`src/hw/rtl/lsb_stego_codec_assert.svh`:
```
// Assertion macros for the LSB steganography codec.
// Expects signals named clock and reset in the including module.
`ifndef LSB_STEGO_CODEC_ASSERT_SVH
`define LSB_STEGO_CODEC_ASSERT_SVH

// Checked outside reset.
`define LSC_ASSERT_RUN(lbl, prop, msg) \
   lbl: assert property (@(posedge clock) disable iff (reset) prop) else $error(msg);

// Checked at every edge, reset included.
`define LSC_ASSERT_ALWAYS(lbl, prop, msg) \
   lbl: assert property (@(posedge clock) prop) else $error(msg);

`endif

```
`src/hw/rtl/lsc_pkg.sv`:
```
// Shared types and constants for the LSB steganography codec.
// No dependencies.
package lsc_pkg;

   typedef enum logic [1:0] {
      PH_HEADER = 2'd0,
      PH_ACTIVE = 2'd1,
      PH_TERM   = 2'd2,
      PH_DONE   = 2'd3
   } phase_type;

   localparam int unsigned CSR_INDEX_W = 3;
   localparam int unsigned CSR_DATA_W  = 8;

   localparam logic [CSR_INDEX_W-1:0] CSR_MODE       = 3'd0;
   localparam logic [CSR_INDEX_W-1:0] CSR_MSB_FIRST  = 3'd1;
   localparam logic [CSR_INDEX_W-1:0] CSR_HEADER     = 3'd2;
   localparam logic [CSR_INDEX_W-1:0] CSR_SKIP       = 3'd3;
   localparam logic [CSR_INDEX_W-1:0] CSR_TERMINATOR = 3'd4;

   localparam logic       MODE_EMBED       = 1'b0;
   localparam logic       MODE_EXTRACT     = 1'b1;
   localparam logic [7:0] HEADER_RESET     = 8'd44;
   localparam logic [7:0] TERMINATOR_RESET = 8'd0;

endpackage

```
`src/hw/rtl/lsc_channels.sv`:
```
// Valid/ready channel interfaces for the codec's carrier input and result output.
// Standalone; used by lsb_stego_codec.
interface lsc_req_if;
   logic       valid;
   logic       ready;
   logic [7:0] carrier_byte;
   logic [7:0] message_byte;
   logic       message_end;

   modport source (output valid, output carrier_byte, output message_byte,
                   output message_end, input ready);
   modport sink   (input valid, input carrier_byte, input message_byte,
                   input message_end, output ready);
endinterface

interface lsc_rsp_if;
   logic       valid;
   logic       ready;
   logic [7:0] carrier_out;
   logic       took_message;
   logic       char_valid;
   logic [7:0] char_out;
   logic       done_res;

   modport source (output valid, output carrier_out, output took_message,
                   output char_valid, output char_out, output done_res, input ready);
   modport sink   (input valid, input carrier_out, input took_message,
                   input char_valid, input char_out, input done_res, output ready);
endinterface

```
`src/hw/rtl/lsb_stego_codec.sv`:
```
// LSB steganography codec: embeds or extracts message bits in carrier byte LSBs.
// Depends on lsc_pkg, lsc_channels.sv and lsb_stego_codec_assert.svh.
//
// Usage:
//   req_bus carries one carrier byte per beat, plus the current message byte
//   and message_end flag (only looked at when a new character starts in embed
//   mode). rsp_bus returns one beat per input beat, in order.
//   csr_wr_en/csr_index/csr_wr_data write mode, msb_first, header_bytes,
//   skip_bytes and terminator; write only while the block is idle.
//   Path: a beat sits in the input register, then the state update and
//   result are computed into the result register, from which the result is
//   offered on rsp_bus until it is taken.
//   Throughput: one beat per cycle unless rsp_bus stalls; state steps per beat.
//   Stall: when rsp_bus.ready is low the result holds and one more beat can be
//   taken into the input register; req_bus.ready then drops until space frees.
//   Reset: synchronous; clears both stages, the position counters and returns
//   the registers to their defaults (embed, MSB first, 44-byte header, no skip,
//   terminator 0).
`include "lsb_stego_codec_assert.svh"

module lsb_stego_codec
   import lsc_pkg::*;
(
   input  logic                   clock,
   input  logic                   reset,
   lsc_req_if.sink                req_bus,
   lsc_rsp_if.source              rsp_bus,
   input  logic                   csr_wr_en,
   input  logic [CSR_INDEX_W-1:0] csr_index,
   input  logic [CSR_DATA_W-1:0]  csr_wr_data
);

   // configuration
   logic       mode_ff, msb_first_ff;
   logic [7:0] header_bytes_ff, terminator_ff;
   logic [3:0] skip_bytes_ff;

   // stream state
   logic [7:0] header_count_ff, header_count_in;
   logic [3:0] skip_count_ff, skip_count_in;
   logic [2:0] bit_index_ff, bit_index_in;
   logic [7:0] char_shift_ff, char_shift_in;
   phase_type  phase_ff, phase_in;

   // input register
   logic       s1_valid_ff, s1_valid_in;
   logic [7:0] s1_carrier_ff, s1_message_ff;
   logic       s1_end_ff;

   // result register
   logic       out_valid_ff, out_valid_in;
   logic [7:0] out_carrier_ff, out_carrier_in;
   logic       out_took_ff, out_took_in;
   logic       out_cvalid_ff, out_cvalid_in;
   logic [7:0] out_char_ff, out_char_in;
   logic       out_done_ff, out_done_in;

   logic out_ready, req_accept, advance;

   assign out_ready   = !out_valid_ff || rsp_bus.ready;
   assign req_bus.ready = !s1_valid_ff || out_ready;
   assign req_accept  = req_bus.valid && req_bus.ready;
   assign advance     = s1_valid_ff && out_ready;

   assign s1_valid_in  = req_accept || (s1_valid_ff && !advance);
   assign out_valid_in = advance || (out_valid_ff && !rsp_bus.ready);

   always_comb begin
      phase_type  ph_cur;
      phase_type  ph_emb;
      logic       load;
      logic [7:0] shift_v;
      logic [7:0] base;
      logic [7:0] assembled;
      logic [2:0] pos;
      logic [2:0] bi_next;

      header_count_in = header_count_ff;
      skip_count_in   = skip_count_ff;
      bit_index_in    = bit_index_ff;
      char_shift_in   = char_shift_ff;
      phase_in        = phase_ff;
      out_carrier_in  = s1_carrier_ff;
      out_took_in     = 1'b0;
      out_cvalid_in   = 1'b0;
      out_char_in     = 8'd0;
      out_done_in     = 1'b0;

      ph_cur    = (phase_ff == PH_HEADER) ? PH_ACTIVE : phase_ff;
      load      = (bit_index_ff == 3'd0) && (ph_cur == PH_ACTIVE);
      shift_v   = load ? (s1_end_ff ? terminator_ff : s1_message_ff) : char_shift_ff;
      ph_emb    = (load && s1_end_ff) ? PH_TERM : ph_cur;
      pos       = msb_first_ff ? (3'd7 - bit_index_ff) : bit_index_ff;
      bi_next   = bit_index_ff + 3'd1;
      base      = (bit_index_ff == 3'd0) ? 8'd0 : char_shift_ff;
      assembled = msb_first_ff ? {base[6:0], s1_carrier_ff[0]}
                               : (base | (8'(s1_carrier_ff[0]) << bit_index_ff));

      priority if (phase_ff == PH_HEADER && header_count_ff < header_bytes_ff) begin
         header_count_in = header_count_ff + 8'd1;
      end else if (ph_cur == PH_DONE) begin
         out_done_in = 1'b1;
      end else if (skip_count_ff < skip_bytes_ff) begin
         phase_in      = ph_cur;
         skip_count_in = skip_count_ff + 4'd1;
      end else if (mode_ff == MODE_EMBED) begin
         skip_count_in  = 4'd0;
         char_shift_in  = shift_v;
         out_took_in    = load && !s1_end_ff;
         out_carrier_in = {s1_carrier_ff[7:1], shift_v[pos]};
         bit_index_in   = bi_next;
         if (bi_next == 3'd0 && ph_emb == PH_TERM) begin
            phase_in    = PH_DONE;
            out_done_in = 1'b1;
         end else begin
            phase_in = ph_emb;
         end
      end else begin
         skip_count_in = 4'd0;
         bit_index_in  = bi_next;
         char_shift_in = assembled;
         phase_in      = ph_cur;
         if (bi_next == 3'd0) begin
            char_shift_in = 8'd0;
            if (assembled == terminator_ff) begin
               phase_in    = PH_DONE;
               out_done_in = 1'b1;
            end else begin
               out_cvalid_in = 1'b1;
               out_char_in   = assembled;
            end
         end
      end
   end

   always_ff @(posedge clock) begin
      if (reset) begin
         mode_ff         <= MODE_EMBED;
         msb_first_ff    <= 1'b1;
         header_bytes_ff <= HEADER_RESET;
         skip_bytes_ff   <= 4'd0;
         terminator_ff   <= TERMINATOR_RESET;
      end else if (csr_wr_en) begin
         unique case (csr_index)
            CSR_MODE:       mode_ff         <= csr_wr_data[0];
            CSR_MSB_FIRST:  msb_first_ff    <= csr_wr_data[0];
            CSR_HEADER:     header_bytes_ff <= csr_wr_data;
            CSR_SKIP:       skip_bytes_ff   <= csr_wr_data[3:0];
            CSR_TERMINATOR: terminator_ff   <= csr_wr_data;
            default: ;
         endcase
      end
   end

   always_ff @(posedge clock) begin
      if (reset) begin
         header_count_ff <= 8'd0;
         skip_count_ff   <= 4'd0;
         bit_index_ff    <= 3'd0;
         char_shift_ff   <= 8'd0;
         phase_ff        <= PH_HEADER;
         s1_valid_ff     <= 1'b0;
         out_valid_ff    <= 1'b0;
      end else begin
         s1_valid_ff  <= s1_valid_in;
         out_valid_ff <= out_valid_in;
         if (advance) begin
            header_count_ff <= header_count_in;
            skip_count_ff   <= skip_count_in;
            bit_index_ff    <= bit_index_in;
            char_shift_ff   <= char_shift_in;
            phase_ff        <= phase_in;
         end
      end
   end

   always_ff @(posedge clock) begin
      if (req_accept) begin
         s1_carrier_ff <= req_bus.carrier_byte;
         s1_message_ff <= req_bus.message_byte;
         s1_end_ff     <= req_bus.message_end;
      end
      if (advance) begin
         out_carrier_ff <= out_carrier_in;
         out_took_ff    <= out_took_in;
         out_cvalid_ff  <= out_cvalid_in;
         out_char_ff    <= out_char_in;
         out_done_ff    <= out_done_in;
      end
   end

   assign rsp_bus.valid        = out_valid_ff;
   assign rsp_bus.carrier_out  = out_carrier_ff;
   assign rsp_bus.took_message = out_took_ff;
   assign rsp_bus.char_valid   = out_cvalid_ff;
   assign rsp_bus.char_out     = out_char_ff;
   assign rsp_bus.done_res     = out_done_ff;

   // done is sticky and its beats carry nothing else
   `LSC_ASSERT_RUN(a_done_sticky, phase_ff == PH_DONE |=> phase_ff == PH_DONE, "left done phase")
   `LSC_ASSERT_RUN(a_done_beat, (phase_ff == PH_DONE && advance) |=>
      (out_valid_ff && out_done_ff && !out_took_ff && !out_cvalid_ff), "done beat carries payload")
   `LSC_ASSERT_RUN(a_embed_extract_excl, out_valid_ff |-> !(out_took_ff && out_cvalid_ff),
      "embed and extract in one beat")
   `LSC_ASSERT_RUN(a_char_zero, (out_valid_ff && !out_cvalid_ff) |-> out_char_ff == 8'd0,
      "char_out not cleared")
   `LSC_ASSERT_ALWAYS(a_reset_empty, reset |=> (!out_valid_ff && !s1_valid_ff), "pipeline not empty after reset")

endmodule
```
`src/flat_wrapper.sv`:
```
// flat-port wrapper written by rule: the top's interface ports become plain ports
module lsb_stego_codec_flat import lsc_pkg::*;
  (clock, reset, csr_wr_en, csr_index, csr_wr_data, req_bus_valid, req_bus_carrier_byte, req_bus_message_byte, req_bus_message_end, req_bus_ready, rsp_bus_valid, rsp_bus_carrier_out, rsp_bus_took_message, rsp_bus_char_valid, rsp_bus_char_out, rsp_bus_done_res, rsp_bus_ready);
  lsc_req_if req_bus_i ();
  lsc_rsp_if rsp_bus_i ();
  input  logic clock;
  input  logic reset;
  input  logic csr_wr_en;
  input  logic [CSR_INDEX_W-1:0] csr_index;
  input  logic [CSR_DATA_W-1:0] csr_wr_data;
  input wire logic [$bits(req_bus_i.valid)-1:0] req_bus_valid;
  input wire logic [$bits(req_bus_i.carrier_byte)-1:0] req_bus_carrier_byte;
  input wire logic [$bits(req_bus_i.message_byte)-1:0] req_bus_message_byte;
  input wire logic [$bits(req_bus_i.message_end)-1:0] req_bus_message_end;
  output wire logic [$bits(req_bus_i.ready)-1:0] req_bus_ready;
  output wire logic [$bits(rsp_bus_i.valid)-1:0] rsp_bus_valid;
  output wire logic [$bits(rsp_bus_i.carrier_out)-1:0] rsp_bus_carrier_out;
  output wire logic [$bits(rsp_bus_i.took_message)-1:0] rsp_bus_took_message;
  output wire logic [$bits(rsp_bus_i.char_valid)-1:0] rsp_bus_char_valid;
  output wire logic [$bits(rsp_bus_i.char_out)-1:0] rsp_bus_char_out;
  output wire logic [$bits(rsp_bus_i.done_res)-1:0] rsp_bus_done_res;
  input wire logic [$bits(rsp_bus_i.ready)-1:0] rsp_bus_ready;
  assign req_bus_i.valid = req_bus_valid;
  assign req_bus_i.carrier_byte = req_bus_carrier_byte;
  assign req_bus_i.message_byte = req_bus_message_byte;
  assign req_bus_i.message_end = req_bus_message_end;
  assign req_bus_ready = req_bus_i.ready;
  assign rsp_bus_valid = rsp_bus_i.valid;
  assign rsp_bus_carrier_out = rsp_bus_i.carrier_out;
  assign rsp_bus_took_message = rsp_bus_i.took_message;
  assign rsp_bus_char_valid = rsp_bus_i.char_valid;
  assign rsp_bus_char_out = rsp_bus_i.char_out;
  assign rsp_bus_done_res = rsp_bus_i.done_res;
  assign rsp_bus_i.ready = rsp_bus_ready;
  lsb_stego_codec u_core (.clock(clock), .reset(reset), .req_bus(req_bus_i), .rsp_bus(rsp_bus_i), .csr_wr_en(csr_wr_en), .csr_index(csr_index), .csr_wr_data(csr_wr_data));
endmodule
```
`config.mk`:
```
export PLATFORM = sky130hd
export DESIGN_NAME = lsb_stego_codec_flat
export DESIGN_NICKNAME = d
export VERILOG_FILES = /design/src/hw/rtl/lsc_pkg.sv /design/src/hw/rtl/lsc_channels.sv /design/src/hw/rtl/lsb_stego_codec.sv /design/src/flat_wrapper.sv
export VERILOG_INCLUDE_DIRS = /design/src /design/src/hw/rtl
export SDC_FILE = /design/constraint.sdc
export NUM_CORES = 1
export LEC_CHECK = 0
export ABC_AREA = 1
export BUFFER_PORTS_ARGS = -buffer_cell sky130_fd_sc_hd__buf_4
export CORE_MARGIN = 8
export CORE_UTILIZATION = 62
export DETAILED_ROUTE_END_ITERATION = 6
export PLACE_DENSITY = 0.85
export SYNTH_ARGS = -nofsm -noshare
export SYNTH_HDL_FRONTEND = slang
export SYNTH_SLANG_ARGS = --single-unit
export TNS_END_PERCENT = 30
```
`constraint.sdc`:
```
create_clock -name clock -period 5.1 [get_ports clock]
set_input_delay 0.255 -clock clock [delete_from_list [all_inputs] [get_ports clock]]
set_output_delay 0.255 -clock clock [all_outputs]
set_load 0.03 [all_outputs]
```
After elaboration in Yosys (flattened, before gate mapping)
Index checks and enable logic that the tools add are counted.

$add $sub $neg: 4. $lt $le $gt $ge: 3. Eq/ne operators: 8. Shift-type cells: 1. Mux-type cells: 28. Bitwise operators: 6. Reductions and logical operators: 33.

Operators with widths (number): 8-bit 2-to-1 mux (6); 2-bit 2-to-1 mux (7); 1-bit 2-to-1 mux (12); 2-bit AND reduction (6); 1-bit logical AND (9); 3-bit zero test (3); 8-bit by 1-bit adder with 8-bit output, second input constant (1); 8-bit equality test (1); 8-bit less-than comparator (1); 8-bit bitwise OR (1); 1-bit by 3-bit left shift with 8-bit output (1); 3-bit by 2-bit equality test with 1-bit output, second input constant (2); 6-bit OR reduction (1); 1-bit zero test (5); 1-bit inverter (5); 5-bit OR reduction (1); 4-bit by 1-bit adder with 4-bit output, second input constant (1); 2-bit equality test, second input constant (2); 1-bit logical OR (4); 3-bit by 4-bit less-than comparator with 1-bit output, second input constant (1); 4-bit less-than comparator (1); 4-bit 2-to-1 mux (1); 4-bit AND reduction (1); 4-bit OR reduction (1); other kinds (9) (9).

Bits in registers: 85. Input port bits: 33. Output and inout bits: 21.

Depth between registers and ports, before layout
Gate-level depths: netlist of run 1.

Depth after elaboration: 12. Mapped depth: 15. Gate-level depth less buffers: 14.

Least setup slack after synthesis of run 1
No wires, ideal clock.

Path type: register to register. From: reg u_core.bit_index_ff[1]. To: reg u_core.out_carrier_ff[0] (netlist: u_core.rsp_bus.carrier_out[0]) (data pin). Library setup time: 130 ps. Data arrival time: 1864 ps. Required time: 4970 ps. Path slack: 3106 ps. Stages on the path, launching flop included: 16. Clock period less this slack: 1994 ps. Cell sequence: dfxtp_1 -> buf_2 -> inv_1 -> ha_1 -> inv_1 -> nor2_1 -> nand2_1 -> nor2_4 -> nand2_1 -> o211ai_1 -> inv_1 -> o21ai_0 -> nand3_1 -> nand2_1 -> nand2_1 -> nand2_1.

Longest elaborated chain between the ends: 9.

Ends and longest elaborated chain: start: declaration (line lsb_stego_codec.sv:41) `logic [2:0] bit_index_ff, bit_index_in;`; start signal: assignment (line lsb_stego_codec.sv:170) `bit_index_ff <= bit_index_in;`; parallel branches: the longest is 3 deep, another holds 3-bit subtractor; 1-bit binary-select mux with 3-bit select * (line lsb_stego_codec.sv:110) `out_carrier_in = {s1_carrier_ff[7:1], shift_v[pos]};`; 1-bit 2-to-1 mux (implied by the code) * (line lsb_stego_codec.sv:110); 1-bit 2-to-1 mux * (line lsb_stego_codec.sv:106) `end else if (mode_ff == MODE_EMBED) begin`; 1-bit 2-to-1 mux * (line lsb_stego_codec.sv:103) `end else if (skip_count_ff < skip_bytes_ff) begin`; 1-bit 2-to-1 mux * (line lsb_stego_codec.sv:101) `end else if (ph_cur == PH_DONE) begin`; 1-bit 2-to-1 mux * (line lsb_stego_codec.sv:99) `priority if (phase_ff == PH_HEADER && header_count_ff < header_bytes_ff) begin`; named net u_core.out_carrier_in[0] (line lsb_stego_codec.sv:52) `logic [7:0] out_carrier_ff, out_carrier_in;`; end signal: assignment (line lsb_stego_codec.sv:184) `out_carrier_ff <= out_carrier_in;`; end: declaration (line lsb_stego_codec.sv:52).

Mark *: on every way through the listed nets, which the timed path passes. The select of a mux whose other input is x is not followed. A chain may end at the register's enable or synchronous reset.

Final worst setup path of run 1
From: reg u_core.header_bytes_ff[7]. To: reg u_core.char_shift_ff[4].

Longest elaborated chain between the ends: 4.

Ends and longest elaborated chain: start: declaration (line lsb_stego_codec.sv:35) `logic [7:0] header_bytes_ff, terminator_ff;`; start signal: assignment (line lsb_stego_codec.sv:147) `CSR_HEADER: header_bytes_ff <= csr_wr_data;`; 8-bit less-than comparator (line lsb_stego_codec.sv:99); 1-bit logical AND (line lsb_stego_codec.sv:99); 1-bit inverter (no line); 4-bit AND reduction (no line); end signal: assignment (line lsb_stego_codec.sv:171) `char_shift_ff <= char_shift_in;`; end: declaration (line lsb_stego_codec.sv:42) `logic [7:0] char_shift_ff, char_shift_in;`.

No other way between the ends.

==> results by stage, run 1 <==
Global routing:
- The number of antenna violations at the first check in global routing is 0.
- Across every metal layer, demand over resource in global routing totals 0.225.
- The total global routing overflow is 0.
- The pin count of the biggest net entering global routing is 41.
- The first global-routing pass estimated 17,400 um of wire.
- The via count of the first global-routing pass is 3,683.

Routing:
- Detailed routing placed a total of 5080 um of wire on met2.
- The first routing iteration left 301 violations.
- The count of vias placed by the detailed router is 3,793.
- Summed over all layers, the routed wires come to 10,600 um.
- The count of nets left with antenna violations once routing finished came out at 0.
- The average wire length per cell after detail routing is 16.2 um.
- Detailed routing placed a total of 866 um of wire on met3.
- The number of vias per cell is 5.76.
- The DRC violations left is 0.
- For this block, wires on met1 add up to 4380 um.
- The first-pass iteration count of the detailed router is 5.
- The highest metal layer carrying signal wires in the routed design is met4.

Timing:
- Derived from the worst setup path, the maximum achievable clock frequency is 373 MHz.
- The share of the cycle needed by the critical path after routing is 0.526.
- On the final layout, the worst clock skew is 12.8 ps.
- The sum of negative setup slack is 0 ps.
- The smallest hold slack is 63.4 ps.
- Setup repair after global routing left no endpoint under its margin.
- The relative slew slack is 0.329.
- Setup violations remaining at the end of the flow were counted as 0.
- The number of slew-limit violations in the final report is 0.
- At the pin with the least slew margin, the transition time is 1000 ps.
- The final critical path time including I/O delays and setup is 2680 ps.
- The final hold violation count was 0.

Die:
- The I/O pin count is 54.
- The die is 98.2 um tall.
- The chip width is 98.2 um.
- The count of standard-cell rows is 30.
- In this run the standard cell core region covers 6680 um2.
- The total die area is 9640 um2.
- For this configuration, the core starts out at a cell density of 0.627.

Clock network:
- The clock transition time at the flip-flop clock pins of the worst setup and hold paths is 100 ps.
- The number of hold buffers added after CTS was 0.
- Once the clock tree was built, the resizer swapped 0 gates to a different size.
- The longest clock path from root to sink contains 2 buffers.
- The level count of the clock H-tree is 3.
- The source-to-sink clock delay at the later pin of the worst-skew pair is 360 ps.
- TritonCTS built the clock tree.
- The cell sitting at the root of the clock tree is a sky130_fd_sc_hd__clkbuf_8.
- For this design, the sink count on the clock tree is 85.
- The number of buffers created by CTS is 9.
- The number of setup buffers added after CTS is 0.

Critical path:
- The maximum fanout count along the critical path is 13.
- The required time of the critical path is 5350 ps.
- At the worst endpoint, the arrival time is 2930 ps.
- The slowest stage cell on the critical path is sky130_fd_sc_hd__nor2_1.
- The category of the most critical setup path is flip-flop to flip-flop.
- STA classifies the critical path startpoint as a flip-flop.
- The delay of the slowest cell on the worst path is 640 ps.
- The dominant cell type by count on the critical path is sky130_fd_sc_hd__nor2_1.
- The number of cells on the worst reg-to-reg path is 11.
- Traced cell by cell, the critical path runs through inv_1 > ha_1 > nand2_1 > nor2_1 > a211oi_1 > nand3_2 > nand3_2 > nor2_1 > inv_1 > nor2_1 > nor2_1.
- The type of element capturing the critical path is a flip-flop.

Synth:
- The post-synthesis average cell area is 8.02 um2.
- The synthesized netlist contains 31 unique library cells.
- The netlist area before placement is 4190 um2.
- The number of nets in the synthesized netlist is 570.
- Of the synthesized area, sequential elements account for 0.493.
- Counting every instance in the synthesized netlist gives 522.
- The yosys synthesis warning count is 0.
- Counting flops and latches in the post-synthesis netlist gives 85.

Pwr:
- For this design the static power due to leakage is 0.00207 uW.
- The largest vdd supply drop is 315 uV.
- The total power divided by cell area is 290 nW/um2.

Flow run:
- The max capacitance violation total is 0.

Place:
- Once placement finished, the instance area stood at 4630 um2.
- The final estimated routing congestion in global placement is 0.922.
- The sum of net half-perimeters after detailed placement is 7860 um.
- The quantity of I/O buffers inserted on ports is 53.

Layout:
- The ratio of cells with drive above 1 in the final layout is 0.147.
- The final core utilization is 0.726.
- In the final layout, the multi-input gates occupy 1800 um2.
- The number of nets in the layout is 622.
- The layout filler cell count is 524.
- Registers take 2060 um2.
- The number of antenna diodes is 0.
- With fillers left out, the area of the finished cells amounts to 4850 um2.
- Compared with the post-synthesis result, the final layout area differs by 15.8%.

Min path:
- In this run the worst hold path is classified as input port to flip-flop.
- The number of instances on the worst hold path is 1.

Run status:
- The flow ran to the end, and the final reports show no timing, DRC or antenna violations.
-- state kept, by name, summed over array words and instances (netlist names), 8 cells and up --
signal                      count
u_core.header_bytes_ff          8
u_core.rsp_bus.carrier_out      8
u_core.s1_message_ff            8
u_core.char_shift_ff            8
u_core.s1_carrier_ff            8
u_core.terminator_ff            8
u_core.rsp_bus.char_out         8
u_core.header_count_ff          8
-- through the flow --
stage / cells / power, uW / worst slack, ps
final: 659 / 1410 / 2420
after floorplan: 522 / 836 / 3110
after global routing: 659 / 1450 / 2160
after CTS: 659 / 1410 / 2480
after global placement: 643 / 886 / 2720
after detailed placement: 643 / 890 / 2530
-- synth_stat cells --
library cell	number	area share
sky130_fd_sc_hd__xor2_1	3	0.0063
sky130_fd_sc_hd__nor2_1	57	0.051
sky130_fd_sc_hd__a21oi_2	3	0.0063
sky130_fd_sc_hd__clkbuf_4	1	0.0018
sky130_fd_sc_hd__nor2_2	2	0.0030
sky130_fd_sc_hd__buf_2	3	0.0036
sky130_fd_sc_hd__edfxtp_1	36	0.26
sky130_fd_sc_hd__nand3_2	4	0.0096
sky130_fd_sc_hd__o21ai_1	1	0.0012
sky130_fd_sc_hd__nand3_1	40	0.048
sky130_fd_sc_hd__inv_1	68	0.061
sky130_fd_sc_hd__clkbuf_2	2	0.0024
sky130_fd_sc_hd__clkbuf_1	6	0.0054
sky130_fd_sc_hd__o21ai_0	48	0.057
sky130_fd_sc_hd__nand2_1	107	0.096
sky130_fd_sc_hd__nor3_2	1	0.0024
sky130_fd_sc_hd__nand2_4	1	0.0027
sky130_fd_sc_hd__nand3b_1	1	0.0018
sky130_fd_sc_hd__buf_6	1	0.0027
sky130_fd_sc_hd__dfxtp_1	49	0.23
sky130_fd_sc_hd__nor2_4	2	0.0054
sky130_fd_sc_hd__o211ai_1	5	0.0090
sky130_fd_sc_hd__a21oi_1	43	0.051
sky130_fd_sc_hd__a21boi_2	1	0.0027
sky130_fd_sc_hd__nand4_1	8	0.012
sky130_fd_sc_hd__ha_1	15	0.045
sky130_fd_sc_hd__a211oi_1	1	0.0018
sky130_fd_sc_hd__o22ai_1	4	0.0060
sky130_fd_sc_hd__nor3_1	6	0.0072
sky130_fd_sc_hd__xnor2_1	2	0.0042
sky130_fd_sc_hd__inv_2	1	0.00090
-- cell type report --
class | count | area share
flip-flops and latches | 85 | 0.425
multi-input cells | 355 | 0.371
repair buffers | 54 | 0.0836
inverters | 69 | 0.0534
clock buffers | 9 | 0.0255
well taps | 80 | 0.0206
clock inverters | 7 | 0.0204
-- worst max-delay path, delay by kind of cell (launching register included) --
kind / cells / cell delay (ps)
DFF: 1 / 320
buffers and inverters: 2 / 440
AOI/OAI and AO/OA: 1 / 90
adders and majority gates: 1 / 300
and+or+nand+nor: 7 / 1420
-- logic make-up after synthesis --
logic type,count (synthesis),share of synthesized area
buf+inv,82,0.0777
fa+ha+maj,15,0.0448
flops,85,0.493
simple gates,229,0.239
xor+xnor,5,0.0105
compound gates,106,0.136
-- power breakdown --
| part | leakage (uW) | switching [uW] | internal [uW] |
|---|---|---|---|
| Clock | 0.0000981 | 253 | 277 |
| Sequential | 0.000745 | 11.5 | 732 |
| Combinational | 0.00123 | 84.6 | 48.4 |
-- per-layer routing --
metal | up-vias | track usage
met5 | - | 0
met4 | 0 | 0.115
met3 | 28 | 0.0526
met2 | 162 | 0.377
met1 | 1760 | 0.264
li1 | 1843 | -
-- placed cells by master (no fill, tap or decap), types with 4 or more instances in the layout --
cell | Yosys | routed
sky130_fd_sc_hd__nand4_1 | 8 | 8
sky130_fd_sc_hd__a21oi_1 | 43 | 43
sky130_fd_sc_hd__nand2_1 | 107 | 107
sky130_fd_sc_hd__nor3_1 | 6 | 6
sky130_fd_sc_hd__inv_1 | 68 | 68
sky130_fd_sc_hd__clkbuf_8 | 0 | 9
sky130_fd_sc_hd__o22ai_1 | 4 | 4
sky130_fd_sc_hd__o21ai_0 | 48 | 48
sky130_fd_sc_hd__buf_4 | 0 | 54
sky130_fd_sc_hd__dfxtp_1 | 49 | 49
sky130_fd_sc_hd__o211ai_1 | 5 | 5
sky130_fd_sc_hd__nand3_2 | 4 | 4
sky130_fd_sc_hd__nand3_1 | 40 | 40
sky130_fd_sc_hd__edfxtp_1 | 36 | 36
sky130_fd_sc_hd__ha_1 | 15 | 15
sky130_fd_sc_hd__clkinvlp_4 | 0 | 4
sky130_fd_sc_hd__nor2_1 | 57 | 57
-- worst paths after layout --
check / from / to / slack [ps]
worst max-delay path: u_core.header_bytes_ff[7] / u_core.char_shift_ff[4] / 2420
worst min-delay path: req_bus_carrier_byte[0] / u_core.s1_carrier_ff[0] / 60
worst max register to register: u_core.header_bytes_ff[7] / u_core.char_shift_ff[4] / 2420
worst min register to register: u_core.s1_carrier_ff[7] / u_core.rsp_bus.carrier_out[7] / 420
Power figures use the tool's default switching activity.
==> run 2, diff against run 1 <==
- CORE_UTILIZATION: 62 -> 52
- PLACE_DENSITY: 0.85 -> 0.76
- clock period: 5.1 -> 2.35 ns (I/O delays scaled with it)
==> run 2 against run 1 <==
Register-to-register slack worse by 2200 ps. Global-route usage down 2.6 points. Clock power up 110%. Non-clock buffer count up 28. First-iteration DRC count down 4.3%. Sequential share of layout area down 2.6 points. Power up 120%. Combinational power up 140%. Maximum frequency up 25%.
==> results by stage, run 2 (same netlist as run 1, synthesis figures left out) <==
Run status:
- The flow ran to the end, and the final reports show no timing, DRC or antenna violations.

Die:
- The chip width came to 106 um (+7.7%).
- The area of the core was 7770 um2 (+16%).
- The starting density of the core is 0.539 (-0.0876).
- The I/O pin count is 54 (unchanged).
- The y dimension of the die came to 106 um (+7.7%).
- The count of standard-cell rows is 32 (+6.7%).
- The total die area is 11,200 um2 (+16%).

Global routing:
- The pin count of the biggest net entering global routing came to 25 (-39%).
- The total global routing overflow is 0 (unchanged).
- The global-route usage over all layers is 0.199 (-0.0259).
- The number of antenna violations at the first check in global routing was 0 (unchanged).
- The via count of the first global-routing pass came to 3,556 (-3.4%).
- The first-pass GRT wire length is 17,700 um (+1.5%).

Timing:
- The actual slew at the worst max-slew pin was 644 ps (-361 ps).
- The share of the cycle needed by the critical path after routing was 0.915 (+0.390).
- The number of slew-limit violations in the final report is 0 (unchanged).
- The timing-limited maximum frequency is 465 MHz (+25%).
- The final hold violation count is 0 (unchanged).
- The count of endpoints failing setup in the final report came to 0 (unchanged).
- The sum of negative setup slack is 0 ps (unchanged).
- The final critical path time including I/O delays and setup is 2150 ps (-530 ps).
- The relative slew slack was 0.570 (+0.241).
- Setup repair after global routing left no endpoint under its margin.
- The smallest hold slack is 15.6 ps (-47.8 ps).
- The final clock skew was 8.24 ps (-4.52 ps).

Place:
- The sum of net half-perimeters after detailed placement is 8250 um (+5.0%).
- The final estimated routing congestion in global placement is 0.918 (-0.39%).
- The quantity of I/O buffers inserted on ports was 53 (unchanged).

Layout:
- Relative to the synthesized area, the layout overhead comes to 23.4%.
- The number of nets in the layout is 651 (+4.7%).
- The ratio of cells with drive above 1 in the final layout came to 0.169 (+0.0226).
- The total area of multi-input combinational cells is 1840 um2 (+2.5%).
- Leaving out fill and tap cells, the most frequent cell in the layout is sky130_fd_sc_hd__nand2_1.
- The layout filler cell count came to 692 (+32%).
- The footprint of the flip-flops and latches is 2060 um2 (about the same).
- The number of antenna diodes is 0 (unchanged).
- In the layout the commonest cells are sky130_fd_sc_hd__nand2_1, sky130_fd_sc_hd__inv_1, sky130_fd_sc_hd__buf_4, sky130_fd_sc_hd__nor2_1.

Clock network:
- The source-to-sink clock delay at the later pin of the worst-skew pair is 360 ps (about the same).
- TritonCTS built the clock tree.
- The clock sink count was 85 (unchanged).
- The clock transition time at the flip-flop clock pins of the worst setup and hold paths was 80 ps (-20 ps).
- The root buffer cell is sky130_fd_sc_hd__clkbuf_8.
- The number of buffers created by CTS is 9 (unchanged).
- The maximum count of clock buffers along a single path is 2 (unchanged).
- The level count of the clock H-tree came to 3 (unchanged).

Critical path:
- The maximum fanout count along the critical path was 7 (-6).
- The worst setup path is of the flip-flop to flip-flop kind.
- The type of element capturing the critical path is a flip-flop.
- The cell family contributing the most delay on the critical path is simple AND/OR/NAND/NOR gates.
- The delay of the slowest cell on the worst path is 350 ps (-290 ps).
- The total buffers and inverters traversed by the critical path is 1 (-1).
- The required time of the critical path was 2600 ps (-2750 ps).
- The worst setup path is launched from a flip-flop.
- The worst endpoint data arrival time is 2400 ps (-530 ps).
- The critical path goes through ha_1 > a21oi_1 > nor2_1 > a211oi_1 > nand3_2 > nand3_2 > nor2_2 > buf_4 > o21ai_0 > nor2_1.
- The slowest stage cell on the critical path is sky130_fd_sc_hd__dfxtp_1.

Routing:
- The number of design-rule violations left by the first detailed-router iteration is 288 (-4.3%).
- The number of antenna-violating nets in the routed design was 0 (unchanged).
- The first-pass iteration count of the detailed router was 5 (unchanged).
- The count of vias placed by the detailed router is 3,805 (+0.32%).
- The number of vias per cell is 5.36 (-6.9%).
- The average wire length per cell after detail routing is 15.9 um (-1.8%).
- The final routed wirelength across all metal layers is 11,300 um (+5.8%).
- The DRC violations left came to 0 (unchanged).

Flow run:
- The max capacitance violation total was 0 (unchanged).

Min path:
- The path type of the worst min-delay path is input port to flip-flop.

Pwr:
- The total power divided by cell area is 592 nW/um2 (+100%).
- The largest vdd supply drop is 447 uV (+42%).
- The leakage power is 0.00221 uW (+6.4%).
## run 2: worst reg2reg max path: stages (launching register included)
cell and delay, ps:
sky130_fd_sc_hd__dfxtp_1 350, sky130_fd_sc_hd__ha_1 320, sky130_fd_sc_hd__a21oi_1 160, sky130_fd_sc_hd__nor2_1 50, sky130_fd_sc_hd__a211oi_1 210, sky130_fd_sc_hd__nand3_2 260, sky130_fd_sc_hd__nand3_2 230, sky130_fd_sc_hd__nor2_2 70
sky130_fd_sc_hd__buf_4 160, sky130_fd_sc_hd__o21ai_0 160, sky130_fd_sc_hd__nor2_1 70
## run 2: timing repair
item	CTS	global route
hold buffers	17	0
endpoints found under the setup margin	1	13
cloned	0	1
gates resized for setup	1	11
pin swaps	1	2
endpoints found under the hold margin	17	0
buffers inserted	1	0
## run 2: final cells by class
class / instances / share of cell area
multi-input combinational: 356 / 0.357
clock buffer: 10 / 0.0247
clock inverter: 6 / 0.0169
tap: 102 / 0.0247
timing repair buffer: 82 / 0.127
inverter: 69 / 0.0501
sequential: 85 / 0.399
## run 2: path summary, 6_finish.rpt
kind                                                 from                            end  slack (ps)  cells past startpoint
worst min-delay path                       csr_wr_data[2]      u_core.header_bytes_ff[2]          20                      3
worst max-delay path            u_core.header_count_ff[5]        u_core.char_shift_ff[4]         200                     10
worst max register to register  u_core.header_count_ff[5]        u_core.char_shift_ff[4]         200                     10
worst min register to register    u_core.s1_carrier_ff[6]  u_core.rsp_bus.carrier_out[6]         430                      0
## run 2: per-layer routing
layer | wire length, um | up-vias | share of wire | GRT usage
li1 | - | 1898 | - | -
met1 | 4930 | 1748 | 0.44 | 0.253
met2 | 5390 | 134 | 0.48 | 0.323
met3 | 684 | 25 | 0.061 | 0.0463
met4 | 255 | 0 | 0.023 | 0.0724
met5 | 0 | - | 0 | 0
## run 2: power by group
group,internal [uW],switching (uW)
registers,1590,25.0
clock network,597,530
logic,129,192
total,2320,746
## run 2: metrics by stage
stage                     cells  cell area, um2  utilization  power [uW]  setup WS (ps)
after floorplan             522            4190            -        1810            356
after global placement      675            4730        0.609        1930           -111
after detailed placement    675            4730        0.609        1940          -53.7
after CTS                   709            5120        0.660        3070           33.8
after global routing        710            5170        0.665        3180           17.1
final                       710            5170        0.665        3060            200
==> run 3, diff against run 2 <==
- CELL_PAD_IN_SITES_DETAIL_PLACEMENT: default -> 0
- CELL_PAD_IN_SITES_GLOBAL_PLACEMENT: default -> 1
- CORE_UTILIZATION: 52 -> 39
- PLACE_DENSITY: 0.76 -> default
- PLACE_DENSITY_LB_ADDON: default -> 0.1
==> run 3 against run 2 <==
Routed wire length decreased by 1.3%. Power shrank 4.4%. Worst hold slack improved by 17 ps. Combinational power hardly changed. Via count decreased by 4.5%. Cell count grew 5.8%. Worst setup slack better by 63 ps. Clock power shrank 12%. Global-route usage fell by 3.8 points. Utilization decreased by 18 points. Design area grew 0.22%. Critical endpoint is now u_core.rsp_bus.carrier_out[0].
==> results by stage, run 3 (same netlist as run 1, synthesis figures left out) <==
Die:
- The I/O pin count is 54 (unchanged).
- The chip width is 120 um (+13%).
- The starting density of the core is 0.393 (-0.146).
- The count of standard-cell rows came to 38 (+19%).
- The y dimension of the die was 120 um (+13%).
- The total die area came to 14,300 um2 (+28%).
- The area of the core is 10,700 um2 (+37%).

Min path:
- The path class of the tightest hold or removal check is input port to flip-flop.
- The number of instances on the worst hold path came to 4 (+1).

Critical path:
- The kind of start point of the critical path is a flip-flop.
- The number of cells on the worst reg-to-reg path is 14 (+4).
- The maximum fanout count along the critical path is 15 (+8).
- The critical path goes through inv_1 > ha_1 > nand2_4 > nor2_1 > nand2_1 > inv_2 > nand2_1 > nand3_1 > inv_1 > o21ai_0 > nand3b_1 > nand2_1 > nand2_1 > nand2_1.
- The required time of the critical path is 2590 ps (about the same).
- The total buffers and inverters traversed by the critical path is 3 (+2).
- The slowest stage cell on the critical path is sky130_fd_sc_hd__dfxtp_1.
- The delay of the slowest cell on the worst path was 310 ps (-40 ps).
- The logic depth of the worst setup path including buffers was 14 (+4).
- The dominant cell type by count on the critical path is sky130_fd_sc_hd__nand2_1.
- The worst setup path is captured at a flip-flop.
- The cell family contributing the most delay on the critical path is simple AND/OR/NAND/NOR gates.
- The worst setup path is of the flip-flop to flip-flop kind.
- The worst endpoint data arrival time is 2330 ps (-70 ps).
- The reg2reg setup slack is 260 ps (+60 ps).

Routing:
- The count of vias placed by the detailed router is 3,634 (-4.5%).
- The wire length on met1 is 5110 um (+3.7%).
- The number of design-rule violations left by the first detailed-router iteration is 183 (-36%).
- The number of antenna-violating nets in the routed design is 0 (unchanged).
- The final routed wirelength across all metal layers came to 11,100 um (-1.3%).
- The wire length on met2 is 5290 um (-1.9%).
- The first-pass iteration count of the detailed router came to 4 (-1).
- The number of vias per cell is 4.84 (-9.7%).
- The highest layer touched by signal routing is met4.
- The average wire length per cell after detail routing is 14.8 um (-6.7%).
- The DRC violations left was 0 (unchanged).
- The sum of met3 wire segment lengths after detailed routing came to 560 um (-18%).

Timing:
- The timing-limited maximum frequency came to 479 MHz (+3.0%).
- The sum of negative setup slack is 0 ps (unchanged).
- The share of the cycle needed by the critical path after routing is 0.888 (-0.0268).
- The final hold violation count was 0 (unchanged).
- The smallest hold slack is 32.8 ps (+17.3 ps).
- Setup repair after global routing left no endpoint under its margin.
- The actual slew at the worst max-slew pin is 753 ps (+109 ps).
- The count of endpoints failing setup in the final report is 0 (unchanged).
- The final critical path time including I/O delays and setup is 2090 ps (-62.9 ps).
- The number of slew-limit violations in the final report is 0 (unchanged).
- The final clock skew is 7.22 ps (-1.02 ps).
- The relative slew slack is 0.497 (-0.0726).

Global routing:
- The total global routing overflow is 0 (unchanged).
- The number of antenna violations at the first check in global routing came to 0 (unchanged).
- The pin count of the biggest net entering global routing is 41 (+64%).
- The via count of the first global-routing pass was 3,520 (-1.0%).
- The first-pass GRT wire length came to 18,200 um (+2.8%).
- The global-route usage over all layers is 0.161 (-0.0381).

Layout:
- The number of nets in the layout came to 654 (+0.46%).
- The library cells used most frequently in the layout, excluding fill and tap cells, are sky130_fd_sc_hd__nand2_1, sky130_fd_sc_hd__inv_1, sky130_fd_sc_hd__buf_4, sky130_fd_sc_hd__nor2_1, sky130_fd_sc_hd__dfxtp_1.
- Leaving out fill and tap cells, the most frequent cell in the layout is sky130_fd_sc_hd__nand2_1.
- The footprint of the flip-flops and latches is 2060 um2 (about the same).
- The total area of multi-input combinational cells is 1810 um2 (-1.8%).
- The ratio of cells with drive above 1 in the final layout is 0.157 (-0.0123).
- The layout filler cell count is 1,054 (+52%).
- The number of antenna diodes is 0 (unchanged).
- The area growth from synthesis to layout is 23.7%.

Flow run:
- The max capacitance violation total is 0 (unchanged).

Pwr:
- The leakage power was 0.00220 uW (-0.12%).
- The largest vdd supply drop was 472 uV (+5.4%).
- The total power divided by cell area is 565 nW/um2 (-4.6%).

Clock network:
- The clock tree from TritonCTS is done.
- The root buffer cell chosen for the clock tree is sky130_fd_sc_hd__clkbuf_8.
- The level count of the clock H-tree is 3 (unchanged).
- The source-to-sink clock delay at the later pin of the worst-skew pair is 370 ps (about the same).
- The clock sink count came to 85 (unchanged).
- The clock transition time at the flip-flop clock pins of the worst setup and hold paths was 80 ps (about the same).
- The maximum count of clock buffers along a single path is 2 (unchanged).
- The number of buffers created by CTS is 9 (unchanged).

Place:
- The final estimated routing congestion in global placement is 0.911 (-0.78%).
- The sum of net half-perimeters after detailed placement is 8360 um (+1.3%).
- The quantity of I/O buffers inserted on ports came to 53 (unchanged).

Run status:
- The flow ran to the end, and the final reports show no timing, DRC or antenna violations.
==> run 3: report_power, final <==
group	switching, uW	leakage, uW	internal, uW
clock network	513	0.0000888	479
registers	22.6	0.000745	1590
logic	191	0.00137	133
==> run 3: repair_timing <==
| item | 4_1_cts | 5_1_grt |
|---|---|---|
| resized for setup | 0 | 4 |
| hold buffers | 21 | 0 |
| hold endpoints to repair | 22 | 0 |
| setup buffers | 0 | 2 |
| endpoints found under the setup margin | 0 | 14 |
==> run 3: area by class of cell <==
cell class | instances | share of cell area
tap | 140 | 0.0338
multi-input combinational | 356 | 0.350
sequential | 85 | 0.398
clock inverter | 6 | 0.0104
clock buffer | 10 | 0.0246
timing repair buffer | 85 | 0.133
inverter | 69 | 0.0500
==> run 3: path summary, 6_finish.rpt <==
path                      startpoint                            end
min reg2reg  u_core.s1_carrier_ff[5]  u_core.rsp_bus.carrier_out[5]
max           u_core.bit_index_ff[1]  u_core.rsp_bus.carrier_out[0]
min                    rsp_bus_ready           u_core.rsp_bus.valid
max reg2reg   u_core.bit_index_ff[1]  u_core.rsp_bus.carrier_out[0]
==> run 3: tightest hold or removal path: cells and delay by family <==
family,cells,cell delay (ps)
simple gates,1,70
compound gates,1,60
buf+inv,2,120
==> run 3: layer usage <==
metal / up-vias / GRT usage
met5: - / 0
met1: 1649 / 0.198
met2: 74 / 0.263
li1: 1904 / -
met4: 0 / 0.0625
met3: 7 / 0.0442
==> run 3: through the flow <==
| stage | util | area [um2] | setup slack (ps) | std cells | total power [uW] |
|---|---|---|---|---|---|
| global placement | 0.447 | 4760 | 143 | 711 | 1940 |
| floorplan | - | 4190 | 356 | 522 | 1810 |
| finish | 0.486 | 5180 | 263 | 751 | 2930 |
| global route | 0.486 | 5180 | 15.7 | 751 | 3060 |
| detailed placement | 0.447 | 4760 | 172 | 711 | 1940 |
| CTS | 0.484 | 5150 | 137 | 748 | 2980 |
